**config.mk**
```make
export PLATFORM = sky130hd
export DESIGN_NAME = sprite_frame_sequencer_top
export DESIGN_NICKNAME = d
export VERILOG_FILES = /design/src/rtl/core/sfs_pkg.sv /design/src/rtl/core/sprite_frame_sequencer_top.sv /design/src/rtl/core/sfs_ram.sv /design/src/rtl/core/sfs_div.sv /design/src/rtl/core/sfs_datapath.sv /design/src/rtl/core/sfs_ctrl.sv
export SDC_FILE = /design/constraint.sdc
export NUM_CORES = 2
export LEC_CHECK = 0
export BUFFER_PORTS_ARGS = -buffer_cell sky130_fd_sc_hd__buf_2
export CORE_UTILIZATION = 45
export CTS_BUF_LIST = sky130_fd_sc_hd__clkbuf_8
export DETAILED_ROUTE_END_ITERATION = 16
export PLACE_DENSITY = 0.71
export SYNTH_ARGS = -nofsm -noshare
export SYNTH_HDL_FRONTEND = slang
export SYNTH_SLANG_ARGS = --single-unit
```
**constraint.sdc**
```tcl
create_clock -name clk -period 11.6 [get_ports clk]
set_clock_uncertainty 0.15 [all_clocks]
set_input_delay 1.74 -clock clk [delete_from_list [all_inputs] [get_ports clk]]
set_output_delay 1.74 -clock clk [all_outputs]
set_load 0.1 [all_outputs]
```
**src/rtl/core/sfs_pkg.sv**
```systemverilog
// sprite frame sequencer package: widths, request and register codes,
// controller/datapath command and status structs; no dependencies
`timescale 1ns / 1ps

package sfs_pkg;

  localparam int MAX_FRAMES = 64;
  localparam int POS_W      = $clog2(MAX_FRAMES);
  localparam int LEN_W      = $clog2(MAX_FRAMES + 1);
  localparam int DIV_W      = 32;
  localparam int ID_W       = 11;

  localparam int IN_TUSER_W  = 2;
  localparam int IN_TDATA_W  = 40;
  localparam int OUT_TDATA_W = 80;
  localparam int CFG_AW      = 3;
  localparam int CFG_DW      = 24;

  // request kinds
  localparam logic [1:0] REQ_TICK = 2'd0;
  localparam logic [1:0] REQ_LOAD = 2'd1;
  localparam logic [1:0] REQ_PLAY = 2'd2;
  localparam logic [1:0] REQ_STOP = 2'd3;

  // register indexes
  localparam logic [CFG_AW-1:0] REG_FRAME_WIDTH   = 3'd0;
  localparam logic [CFG_AW-1:0] REG_FRAME_HEIGHT  = 3'd1;
  localparam logic [CFG_AW-1:0] REG_SHEET_COLUMNS = 3'd2;
  localparam logic [CFG_AW-1:0] REG_FRAME_PERIOD  = 3'd3;
  localparam logic [CFG_AW-1:0] REG_SPEED_SCALE   = 3'd4;
  localparam logic [CFG_AW-1:0] REG_LOOP_ENABLE   = 3'd5;
  localparam logic [CFG_AW-1:0] REG_FLIP_MODE     = 3'd6;
  localparam logic [CFG_AW-1:0] REG_CLIP_LENGTH   = 3'd7;

  // register reset values
  localparam logic [11:0] RST_FRAME_WIDTH   = 12'd0;
  localparam logic [11:0] RST_FRAME_HEIGHT  = 12'd0;
  localparam logic [10:0] RST_SHEET_COLUMNS = 11'd1;
  localparam logic [23:0] RST_FRAME_PERIOD  = 24'd125000;
  localparam logic [15:0] RST_SPEED_SCALE   = 16'd256;
  localparam logic        RST_LOOP_ENABLE   = 1'b1;
  localparam logic [1:0]  RST_FLIP_MODE     = 2'd0;
  localparam logic [6:0]  RST_CLIP_LENGTH   = 7'd0;

  // divider operand selection
  localparam logic [1:0] DIV_TIME = 2'd0;
  localparam logic [1:0] DIV_WRAP = 2'd1;
  localparam logic [1:0] DIV_ID   = 2'd2;

  typedef struct packed {
    logic       latch_in;
    logic       load_wr;
    logic       play;
    logic       stop;
    logic       mul;
    logic       sum;
    logic       div_start;
    logic [1:0] div_sel;
    logic       save_time;
    logic       acc_sum;
    logic       wrap_set;
    logic       nl_adv;
    logic       nl_mul;
    logic       nl_end;
    logic       rd;
    logic       rect;
    logic       out_load;
  } sfs_cmd_t;

  typedef struct packed {
    logic [1:0] req;
    logic       playing;
    logic       tick_go;
    logic       n_zero;
    logic       loop_en;
    logic       n_le_k;
    logic       rect_en;
    logic       div_done;
    logic       out_free;
  } sfs_sts_t;

endpackage

```
**src/rtl/core/sprite_frame_sequencer_top.sv**
```systemverilog
// sprite frame sequencer top level: controller plus datapath
// depends on sfs_pkg, sfs_ctrl, sfs_datapath
//
//   channel | ports                      | transaction
//   --------+----------------------------+------------------------------------
//   input   | in_tvalid/tready/tuser/tdata | one request: tick, load, play, stop
//   output  | out_tvalid/tready/tdata    | one status result per request
//   config  | cfg_we/addr/wdata          | one register write, no wait
//
// the input is ready again once the result of a request is loaded; a load, a
// stop or an ignored play goes straight to it, a play first computes the rectangle
// if it is enabled and a tick its time and rectangle steps, on the shared 32-step
// divider used for the period, the clip wrap and the sheet column split
// reset is synchronous, loads the register defaults and clears the clip state
// and the output valid flag; the frame table is not cleared
// a result waiting in the output register does not block the next request;
// that request then waits at its last step until the register is free
`timescale 1ns / 1ps

module sprite_frame_sequencer_top
  import sfs_pkg::*;
(
  input  logic                   clk,
  input  logic                   rst_n,
  input  logic                   in_tvalid,
  output logic                   in_tready,
  input  logic [IN_TUSER_W-1:0]  in_tuser,   // req_type
  input  logic [IN_TDATA_W-1:0]  in_tdata,   // delta_time, slot, frame_value
  output logic                   out_tvalid,
  input  logic                   out_tready,
  output logic [OUT_TDATA_W-1:0] out_tdata,  // src_x, src_y, src_w, src_h,
                                             // flip_bits, is_playing, frame_position
  input  logic                   cfg_we,
  input  logic [CFG_AW-1:0]      cfg_addr,
  input  logic [CFG_DW-1:0]      cfg_wdata
);

  sfs_cmd_t cmd;
  sfs_sts_t sts;

  sfs_ctrl u_ctrl (
    .clk      (clk),
    .rst_n    (rst_n),
    .in_tvalid(in_tvalid),
    .in_tready(in_tready),
    .sts      (sts),
    .cmd      (cmd)
  );

  sfs_datapath u_dp (
    .clk       (clk),
    .rst_n     (rst_n),
    .cmd       (cmd),
    .sts       (sts),
    .in_tuser  (in_tuser),
    .in_tdata  (in_tdata),
    .out_tvalid(out_tvalid),
    .out_tready(out_tready),
    .out_tdata (out_tdata),
    .cfg_we    (cfg_we),
    .cfg_addr  (cfg_addr),
    .cfg_wdata (cfg_wdata)
  );

endmodule

```
**src/rtl/core/sfs_ram.sv**
```systemverilog
// generic single-write, single-read ram with registered read data
// no dependencies
`timescale 1ns / 1ps

module sfs_ram #(
  parameter int WIDTH = 8,
  parameter int DEPTH = 16
) (
  input  logic                     clk,
  input  logic                     we,
  input  logic [$clog2(DEPTH)-1:0] waddr,
  input  logic [WIDTH-1:0]         wdata,
  input  logic                     re,
  input  logic [$clog2(DEPTH)-1:0] raddr,
  output logic [WIDTH-1:0]         rdata
);

  logic [WIDTH-1:0] mem_r [DEPTH];
  logic [WIDTH-1:0] rdata_r;

  always_ff @(posedge clk) begin
    if (we) begin
      mem_r[waddr] <= wdata;
    end
    if (re) begin
      rdata_r <= mem_r[raddr];
    end
  end

  assign rdata = rdata_r;

endmodule

```
**src/rtl/core/sfs_div.sv**
```systemverilog
// shared restoring divider, one quotient bit per cycle
// depends on sfs_pkg
`timescale 1ns / 1ps

module sfs_div
  import sfs_pkg::*;
(
  input  logic             clk,
  input  logic             rst_n,
  input  logic             start,
  input  logic [DIV_W-1:0] dividend,
  input  logic [DIV_W-1:0] divisor,
  output logic             done,
  output logic [DIV_W-1:0] quotient,
  output logic [DIV_W-1:0] remainder
);

  localparam int CNT_W = $clog2(DIV_W);
  localparam logic [CNT_W-1:0] CNT_LAST = CNT_W'(DIV_W - 1);

  logic             busy_r, done_r;
  logic [CNT_W-1:0] cnt_r;
  logic [DIV_W-1:0] quo_r, rem_r, dvs_r;
  logic [DIV_W-1:0] quo_nxt, rem_nxt;
  logic [DIV_W:0]   shifted, trial;

  always_comb begin
    shifted = {rem_r, quo_r[DIV_W-1]};
    trial   = shifted - {1'b0, dvs_r};
    if (!trial[DIV_W]) begin
      rem_nxt = trial[DIV_W-1:0];
      quo_nxt = {quo_r[DIV_W-2:0], 1'b1};
    end else begin
      rem_nxt = shifted[DIV_W-1:0];
      quo_nxt = {quo_r[DIV_W-2:0], 1'b0};
    end
  end

  always_ff @(posedge clk) begin
    if (!rst_n) begin
      busy_r <= 1'b0;
      done_r <= 1'b0;
      cnt_r  <= '0;
    end else begin
      done_r <= 1'b0;
      if (start) begin
        busy_r <= 1'b1;
        cnt_r  <= '0;
      end else if (busy_r) begin
        cnt_r <= cnt_r + 1'b1;
        if (cnt_r == CNT_LAST) begin
          busy_r <= 1'b0;
          done_r <= 1'b1;
        end
      end
    end
  end

  always_ff @(posedge clk) begin
    if (start) begin
      quo_r <= dividend;
      rem_r <= '0;
      dvs_r <= divisor;
    end else if (busy_r) begin
      quo_r <= quo_nxt;
      rem_r <= rem_nxt;
    end
  end

  assign done      = done_r;
  assign quotient  = quo_r;
  assign remainder = rem_r;

endmodule

```
**src/rtl/core/sfs_datapath.sv**
```systemverilog
// sequencer datapath: config registers, clip state, frame table, divider,
// rectangle and output register; depends on sfs_pkg, sfs_ram, sfs_div
`timescale 1ns / 1ps

module sfs_datapath
  import sfs_pkg::*;
(
  input  logic                   clk,
  input  logic                   rst_n,
  input  sfs_cmd_t               cmd,
  output sfs_sts_t               sts,
  input  logic [IN_TUSER_W-1:0]  in_tuser,
  input  logic [IN_TDATA_W-1:0]  in_tdata,
  output logic                   out_tvalid,
  input  logic                   out_tready,
  output logic [OUT_TDATA_W-1:0] out_tdata,
  input  logic                   cfg_we,
  input  logic [CFG_AW-1:0]      cfg_addr,
  input  logic [CFG_DW-1:0]      cfg_wdata
);

  // config
  logic [11:0] frame_width_r, frame_height_r;
  logic [10:0] sheet_columns_r;
  logic [23:0] frame_period_r;
  logic [15:0] speed_scale_r;
  logic        loop_enable_r;
  logic [1:0]  flip_mode_r;
  logic [6:0]  clip_length_r;

  // latched item
  logic [1:0]      req_r;
  logic [15:0]     delta_r;
  logic [5:0]      slot_r;
  logic [ID_W-1:0] value_r;

  // clip state
  logic [POS_W-1:0] pos_r;
  logic [31:0]      acc_r;
  logic             playing_r;
  logic [21:0]      src_x_r, src_y_r;
  logic [11:0]      src_w_r, src_h_r;

  // work registers
  logic [31:0] prod_r, sum_r, n_r, r_r;

  logic                   out_valid_r;
  logic [OUT_TDATA_W-1:0] out_data_r;

  logic [LEN_W-1:0] len_eff, pos_ext, k_val, k_inc, len_m1;
  logic [31:0]      dur, mul_dt;
  logic [LEN_W+31:0] nl_prod;
  logic [32:0]      add_full;
  logic [ID_W-1:0]  ram_rdata, id_val, cols;
  logic [POS_W-1:0] rd_idx;
  logic [DIV_W-1:0] div_a, div_b, div_q, div_rem;
  logic             div_done;
  logic [22:0]      x_prod, y_prod;
  logic             tbl_we;

  assign len_eff = (clip_length_r > LEN_W'(MAX_FRAMES)) ? LEN_W'(MAX_FRAMES) : clip_length_r;
  assign pos_ext = {1'b0, pos_r};
  assign len_m1  = len_eff - 1'b1;
  assign k_val   = ((pos_ext + 1'b1) < len_eff) ? (len_m1 - pos_ext) : '0;
  assign k_inc   = k_val + 1'b1;
  assign dur     = {frame_period_r, 8'h00};
  assign mul_dt  = delta_r * speed_scale_r;
  assign nl_prod = k_inc * dur;
  assign add_full = {1'b0, acc_r} + {1'b0, prod_r};

  // negative ids read as zero, zero columns as one
  assign id_val = ram_rdata[ID_W-1] ? '0 : ram_rdata;
  assign cols   = (sheet_columns_r == '0) ? 11'd1 : sheet_columns_r;
  assign rd_idx = (pos_ext < len_eff) ? pos_r : '0;

  assign x_prod = div_rem[10:0] * frame_width_r;
  assign y_prod = div_q[10:0] * frame_height_r;

  always_comb begin
    case (cmd.div_sel)
      DIV_TIME: begin
        div_a = sum_r;
        div_b = dur;
      end
      DIV_WRAP: begin
        div_a = (pos_ext >= len_eff) ? (n_r - 1'b1) : (n_r + DIV_W'(pos_r));
        div_b = DIV_W'(len_eff);
      end
      default: begin
        div_a = DIV_W'(id_val);
        div_b = DIV_W'(cols);
      end
    endcase
  end

  assign tbl_we = cmd.load_wr && (32'(slot_r) < MAX_FRAMES);

  sfs_ram #(
    .WIDTH(ID_W),
    .DEPTH(MAX_FRAMES)
  ) u_table (
    .clk  (clk),
    .we   (tbl_we),
    .waddr(slot_r[POS_W-1:0]),
    .wdata(value_r),
    .re   (cmd.rd),
    .raddr(rd_idx),
    .rdata(ram_rdata)
  );

  sfs_div u_div (
    .clk      (clk),
    .rst_n    (rst_n),
    .start    (cmd.div_start),
    .dividend (div_a),
    .divisor  (div_b),
    .done     (div_done),
    .quotient (div_q),
    .remainder(div_rem)
  );

  // config writes
  always_ff @(posedge clk) begin
    if (!rst_n) begin
      frame_width_r   <= RST_FRAME_WIDTH;
      frame_height_r  <= RST_FRAME_HEIGHT;
      sheet_columns_r <= RST_SHEET_COLUMNS;
      frame_period_r  <= RST_FRAME_PERIOD;
      speed_scale_r   <= RST_SPEED_SCALE;
      loop_enable_r   <= RST_LOOP_ENABLE;
      flip_mode_r     <= RST_FLIP_MODE;
      clip_length_r   <= RST_CLIP_LENGTH;
    end else if (cfg_we) begin
      unique case (cfg_addr)
        REG_FRAME_WIDTH:   frame_width_r   <= cfg_wdata[11:0];
        REG_FRAME_HEIGHT:  frame_height_r  <= cfg_wdata[11:0];
        REG_SHEET_COLUMNS: sheet_columns_r <= cfg_wdata[10:0];
        REG_FRAME_PERIOD:  frame_period_r  <= cfg_wdata[23:0];
        REG_SPEED_SCALE:   speed_scale_r   <= cfg_wdata[15:0];
        REG_LOOP_ENABLE:   loop_enable_r   <= cfg_wdata[0];
        REG_FLIP_MODE:     flip_mode_r     <= cfg_wdata[1:0];
        REG_CLIP_LENGTH:   clip_length_r   <= cfg_wdata[6:0];
      endcase
    end
  end

  // clip state
  always_ff @(posedge clk) begin
    if (!rst_n) begin
      pos_r     <= '0;
      acc_r     <= '0;
      playing_r <= 1'b0;
      src_x_r   <= '0;
      src_y_r   <= '0;
      src_w_r   <= '0;
      src_h_r   <= '0;
    end else begin
      if (cmd.play) begin
        pos_r     <= '0;
        acc_r     <= '0;
        playing_r <= 1'b1;
      end
      if (cmd.stop) begin
        playing_r <= 1'b0;
      end
      if (cmd.acc_sum) begin
        acc_r <= sum_r;
      end
      if (cmd.wrap_set) begin
        pos_r <= div_rem[POS_W-1:0];
        acc_r <= r_r;
      end
      if (cmd.nl_adv) begin
        pos_r <= pos_r + n_r[POS_W-1:0];
        acc_r <= r_r;
      end
      // ran past the last frame: park on it, keep leftover time
      if (cmd.nl_end) begin
        pos_r     <= len_m1[POS_W-1:0];
        playing_r <= 1'b0;
        acc_r     <= sum_r - prod_r;
      end
      if (cmd.rect) begin
        src_x_r <= x_prod[21:0];
        src_y_r <= y_prod[21:0];
        src_w_r <= frame_width_r;
        src_h_r <= frame_height_r;
      end
    end
  end

  // item latch and work registers
  always_ff @(posedge clk) begin
    if (cmd.latch_in) begin
      req_r   <= in_tuser;
      delta_r <= in_tdata[15:0];
      slot_r  <= in_tdata[21:16];
      value_r <= in_tdata[32:22];
    end
    if (cmd.mul) begin
      prod_r <= mul_dt;
    end else if (cmd.nl_mul) begin
      prod_r <= nl_prod[31:0];
    end
    if (cmd.sum) begin
      sum_r <= add_full[32] ? 32'hFFFF_FFFF : add_full[31:0];
    end
    if (cmd.save_time) begin
      n_r <= div_q;
      r_r <= div_rem;
    end
  end

  // output register
  always_ff @(posedge clk) begin
    if (!rst_n) begin
      out_valid_r <= 1'b0;
    end else if (cmd.out_load) begin
      out_valid_r <= 1'b1;
    end else if (out_tready) begin
      out_valid_r <= 1'b0;
    end
  end

  always_ff @(posedge clk) begin
    if (cmd.out_load) begin
      out_data_r <= {3'b000, pos_r, playing_r, flip_mode_r,
                     src_h_r, src_w_r, src_y_r, src_x_r};
    end
  end

  assign out_tvalid = out_valid_r;
  assign out_tdata  = out_data_r;

  always_comb begin
    sts.req      = req_r;
    sts.playing  = playing_r;
    sts.tick_go  = playing_r && (len_eff != '0) && (frame_period_r != '0);
    sts.n_zero   = (n_r == '0);
    sts.loop_en  = loop_enable_r;
    sts.n_le_k   = (n_r <= 32'(k_val));
    sts.rect_en  = (len_eff != '0) && (frame_width_r != '0) && (frame_height_r != '0);
    sts.div_done = div_done;
    sts.out_free = !out_valid_r || out_tready;
  end

endmodule

```
**src/rtl/core/sfs_ctrl.sv**
```systemverilog
// sequencer controller: walks one item through tick, wrap and rectangle steps
// depends on sfs_pkg
`timescale 1ns / 1ps

module sfs_ctrl
  import sfs_pkg::*;
(
  input  logic     clk,
  input  logic     rst_n,
  input  logic     in_tvalid,
  output logic     in_tready,
  input  sfs_sts_t sts,
  output sfs_cmd_t cmd
);

  localparam logic [3:0] S_IDLE    = 4'd0;
  localparam logic [3:0] S_DISP    = 4'd1;
  localparam logic [3:0] S_MUL     = 4'd2;
  localparam logic [3:0] S_SUM     = 4'd3;
  localparam logic [3:0] S_TSTART  = 4'd4;
  localparam logic [3:0] S_TWAIT   = 4'd5;
  localparam logic [3:0] S_TEVAL   = 4'd6;
  localparam logic [3:0] S_WWAIT   = 4'd7;
  localparam logic [3:0] S_NLEND   = 4'd8;
  localparam logic [3:0] S_RDADDR  = 4'd9;
  localparam logic [3:0] S_RDSTART = 4'd10;
  localparam logic [3:0] S_RDWAIT  = 4'd11;
  localparam logic [3:0] S_FIN     = 4'd12;

  logic [3:0] state_r, state_nxt;

  assign in_tready = (state_r == S_IDLE);

  always_comb begin
    state_nxt = state_r;
    cmd       = '0;
    unique case (state_r)
      S_IDLE: begin
        if (in_tvalid) begin
          cmd.latch_in = 1'b1;
          state_nxt    = S_DISP;
        end
      end
      S_DISP: begin
        unique case (sts.req)
          REQ_TICK: state_nxt = sts.tick_go ? S_MUL : S_RDADDR;
          REQ_LOAD: begin
            cmd.load_wr = 1'b1;
            state_nxt   = S_FIN;
          end
          REQ_PLAY: begin
            if (sts.playing) begin
              state_nxt = S_FIN;
            end else begin
              cmd.play  = 1'b1;
              state_nxt = S_RDADDR;
            end
          end
          REQ_STOP: begin
            cmd.stop  = 1'b1;
            state_nxt = S_FIN;
          end
        endcase
      end
      S_MUL: begin
        cmd.mul   = 1'b1;
        state_nxt = S_SUM;
      end
      S_SUM: begin
        cmd.sum   = 1'b1;
        state_nxt = S_TSTART;
      end
      S_TSTART: begin
        cmd.div_start = 1'b1;
        cmd.div_sel   = DIV_TIME;
        state_nxt     = S_TWAIT;
      end
      S_TWAIT: begin
        if (sts.div_done) begin
          cmd.save_time = 1'b1;
          state_nxt     = S_TEVAL;
        end
      end
      S_TEVAL: begin
        if (sts.n_zero) begin
          cmd.acc_sum = 1'b1;
          state_nxt   = S_RDADDR;
        end else if (sts.loop_en) begin
          cmd.div_start = 1'b1;
          cmd.div_sel   = DIV_WRAP;
          state_nxt     = S_WWAIT;
        end else if (sts.n_le_k) begin
          cmd.nl_adv = 1'b1;
          state_nxt  = S_RDADDR;
        end else begin
          cmd.nl_mul = 1'b1;
          state_nxt  = S_NLEND;
        end
      end
      S_WWAIT: begin
        cmd.div_sel = DIV_WRAP;
        if (sts.div_done) begin
          cmd.wrap_set = 1'b1;
          state_nxt    = S_RDADDR;
        end
      end
      S_NLEND: begin
        cmd.nl_end = 1'b1;
        state_nxt  = S_RDADDR;
      end
      S_RDADDR: begin
        if (sts.rect_en) begin
          cmd.rd    = 1'b1;
          state_nxt = S_RDSTART;
        end else begin
          state_nxt = S_FIN;
        end
      end
      S_RDSTART: begin
        cmd.div_start = 1'b1;
        cmd.div_sel   = DIV_ID;
        state_nxt     = S_RDWAIT;
      end
      S_RDWAIT: begin
        cmd.div_sel = DIV_ID;
        if (sts.div_done) begin
          cmd.rect  = 1'b1;
          state_nxt = S_FIN;
        end
      end
      S_FIN: begin
        if (sts.out_free) begin
          cmd.out_load = 1'b1;
          state_nxt    = S_IDLE;
        end
      end
      default: state_nxt = S_IDLE;
    endcase
  end

  always_ff @(posedge clk) begin
    if (!rst_n) begin
      state_r <= S_IDLE;
    end else begin
      state_r <= state_nxt;
    end
  end

endmodule

```
==> results.sh <==
export IMPL_status="finished clean"
export IMPL_ff2ff_path_depth=35
export IMPL_slowest_stage="dfxtp_1"
export IMPL_slew_violations=0
export IMPL_clk_path_buf_depth=3
export IMPL_place_ws_ps=2610
export IMPL_hp_start="u_dp.src_y_r[6]"
export IMPL_r2r_end="u_dp.prod_r[30]"
export IMPL_ctsRootBufferMaster="clkbuf_8"
export IMPL_finalCoreUtilization_pct=49.7
export IMPL_place_detailed_hpwl_um=130000
export IMPL_cellLeakagePower_nw=32.5
export IMPL_coreArea_um2=166000
export IMPL_highest_signal_layer="met5"
export IMPL_dieHeight_um=411
export IMPL_netlist_area_um2=75300
export IMPL_end_kind="flop"
export IMPL_numCtsBuffers=202
export IMPL_finalCriticalPeriod_ps=9200
export IMPL_start_util_pct=45.5
export IMPL_synth_cells=6729
export IMPL_max_stage_delay_ps=760
export IMPL_fin_ws_ps=2400
export IMPL_hold_viol=0
export IMPL_yosys_warnings=0
export IMPL_drive_above_1_share_pct=9.53
export IMPL_whs_path_depth=0
export IMPL_r2r_slack_ps=2400
export IMPL_ctsHoldBuffers=0
export IMPL_synth_edf_count=1019
export IMPL_synth_ff_type="edfxtp_1"
export IMPL_grt_ovfl_total=0
export IMPL_yosysSeqAreaShare_pct=46.9
export IMPL_fmax_ghz=0.109
export IMPL_dieArea_um2=169000
export IMPL_avgSynthCellArea_um2=11.2
export IMPL_drt_pass1_iter_count=6
export IMPL_clk_pin_slew_ps=70
export IMPL_post_cts_setup_buffers=0
export IMPL_hold_end="u_dp.out_tdata[28]"
export IMPL_nNetsFinal=7778
export IMPL_slew_headroom_pct=9.19
export IMPL_cts_resized=0
export IMPL_tightest_slew_ps=1360
export IMPL_wl_met1_um=80100
export IMPL_setup_viol=0
export IMPL_final_common_cell="edfxtp_1"
export IMPL_gp_congestion=0.906
export IMPL_crit_family="adder cells"
export IMPL_pwr_density_cell_nw_per_um2=240
export IMPL_crit_required_ps=12100
export IMPL_wl_per_cell_um=20.5
export IMPL_rsz0062_at_grt="no"
export IMPL_ir_worst_vdd_mv=1.09
export IMPL_io_pins=156
export IMPL_n_fill_cell=14400
export IMPL_numPortBuffers=145
export IMPL_antenna_found_initial=11
export IMPL_row_count=149
export IMPL_final_cell_mix="edfxtp_1, nand2_1, inv_1"
export IMPL_crit_type="flop to flop"
export IMPL_syn_to_final_growth_pct=9.21
export IMPL_vias=52000
export IMPL_htreeDepth=4
export IMPL_cts_sinks=1255
export IMPL_grt_pass1_vias=52000
export IMPL_grt_pass1_wl_um=294000
export IMPL_worstPathMaxFanout=25
export IMPL_arrival_ps=9700
export IMPL_ys_types=92
export IMPL_crit_top_cell="inv_1"
export IMPL_maxCapViolations=0
export IMPL_synth_seq_cells=1255
export IMPL_antenna_left=0
export IMPL_track_usage_pct=22.3
export IMPL_remaining_drc_errors=0
export IMPL_cp_start_kind="flop"
export IMPL_drt_iter0_drc=4916
export IMPL_wl_met3_um=15500
export IMPL_routed_wl_um=188000
export IMPL_vias_per_cell=5.66
export IMPL_wl_met2_um=86700
export IMPL_ys_async_sr_fraction_pct=0
export IMPL_fin_crit_sh_pct=79.3
export IMPL_cts_tree="built"
export IMPL_clkLatencyLatePin_ps=980
export IMPL_r2r_start="u_dp.pos_r[1]"
export IMPL_crit_buf_inv=8
export IMPL_die_w_um=411
export IMPL_hold_class="flop to flop"
export IMPL_grt_max_degree=96
export IMPL_setup_tns_final_ps=0
[cells by family after synthesis]
| kind of cell | Yosys count | synth area share, % |
|---|---|---|
| AND/OR/NAND/NOR | 1931 | 11.8 |
| XOR/XNOR | 201 | 2.34 |
| adder cells (fa/ha/maj) | 881 | 19.3 |
| other | 1 | 0.00498 |
| multiplexers | 192 | 4.01 |
| buffers and inverters | 1057 | 5.32 |
| AO/OA/AOI/OAI | 1211 | 10.3 |
| flip-flops | 1255 | 46.9 |
[flip-flops by register name, summed over array words and instances (netlist names), 12 cells and up]
register,flops
u_dp.speed_scale_r,16
u_dp.acc_r,32
u_dp.src_h_r,12
u_dp.n_r,32
u_dp.prod_r,32
u_dp.u_div.remainder,32
u_dp.frame_period_r,24
u_dp.delta_r,16
u_dp.u_table.mem_r,704
u_dp.frame_width_r,12
u_dp.sum_r,32
u_dp.r_r,32
u_dp.src_x_r,22
u_dp.src_y_r,22
u_dp.frame_height_r,12
u_dp.u_div.quotient,32
u_dp.out_tdata,77
u_dp.u_div.dvs_r,32
u_dp.src_w_r,12
[worst max-delay path by stage]
stage	start	end	slack, ps	depth (start not counted)
2_1_floorplan	u_dp.pos_r[0]	u_dp.prod_r[27]	3270	38
3_3_place_gp	u_dp.pos_r[1]	u_dp.prod_r[30]	2840	35
3_5_place_dp	u_dp.pos_r[1]	u_dp.prod_r[30]	2610	35
4_1_cts	u_dp.pos_r[1]	u_dp.prod_r[30]	2490	35
5_1_grt	u_dp.pos_r[1]	u_dp.prod_r[30]	1850	35
6_report	u_dp.pos_r[1]	u_dp.prod_r[30]	2400	35
[layout make-up]
type	instances	area [um^2]	share of cell area, %
antenna	7	17.5	0.0213
clock buffer	212	2920	3.55
clock inverter	165	1100	1.34
inverter	724	2720	3.31
multi-input combinational	4419	36100	43.9
sequential	1255	35300	43.0
tap	2189	2740	3.33
timing repair buffer	221	1300	1.58
[where the power goes]
group	internal (mW)	switching, mW	total [mW]
registers	5.68	0.557	6.24
logic	3.68	5.95	9.63
clock network	1.95	1.88	3.83
total	11.3	8.39	19.7
[worst register-to-register path: cells and delay by family, from the launching register on]
kind / cells / cell delay (ps)
buf+inv: 8 / 1070
compound gates: 10 / 2620
xor+xnor: 1 / 170
flops: 1 / 760
mux: 1 / 80
fa+ha+maj: 8 / 3140
simple gates: 7 / 890
[metrics by stage]
| step | std cells | instance area [um^2] | hold WS (ps) | power [mW] |
|---|---|---|---|---|
| floorplan | 6731 | 75300 | 253 | 13.3 |
| global placement | 8808 | 78200 | 263 | 15.5 |
| detailed placement | 8808 | 78200 | 265 | 15.8 |
| CTS | 9185 | 82200 | 237 | 19.7 |
| global route | 9190 | 82200 | 233 | 21.3 |
| finish | 9192 | 82200 | 252 | 19.7 |
[per-layer routing]
metal | vias up | track usage [%]
met5 | - | 0
met4 | 10 | 8.08
met3 | 360 | 4.20
met2 | 2146 | 35.2
met1 | 25800 | 30.7
li1 | 23700 | -
[synth_stat cells, types with 35 or more instances]
cell / instances / area (um^2)
edfxtp_1: 1019 / 30600
nand3_1: 92 / 460
clkbuf_1: 293 / 1100
o21a_1: 40 / 300
o221ai_1: 91 / 797
xor2_1: 92 / 806
nor2b_1: 37 / 231
nand4_1: 70 / 438
fa_1: 468 / 9370
a22oi_1: 54 / 405
nor3_1: 54 / 270
xnor2_1: 109 / 955
a21o_1: 99 / 743
o21ai_0: 172 / 861
dfxtp_1: 236 / 4720
nor2_1: 272 / 1020
and2_1: 261 / 1630
mux2i_1: 104 / 1040
a31oi_1: 39 / 244
and3_1: 52 / 325
inv_1: 719 / 2700
nand2b_1: 41 / 257
a21oi_1: 467 / 2340
a221oi_1: 35 / 307
mux4_2: 88 / 1980
nand2_1: 946 / 3550
ha_1: 413 / 5170
Power figures use the tool's default switching activity.
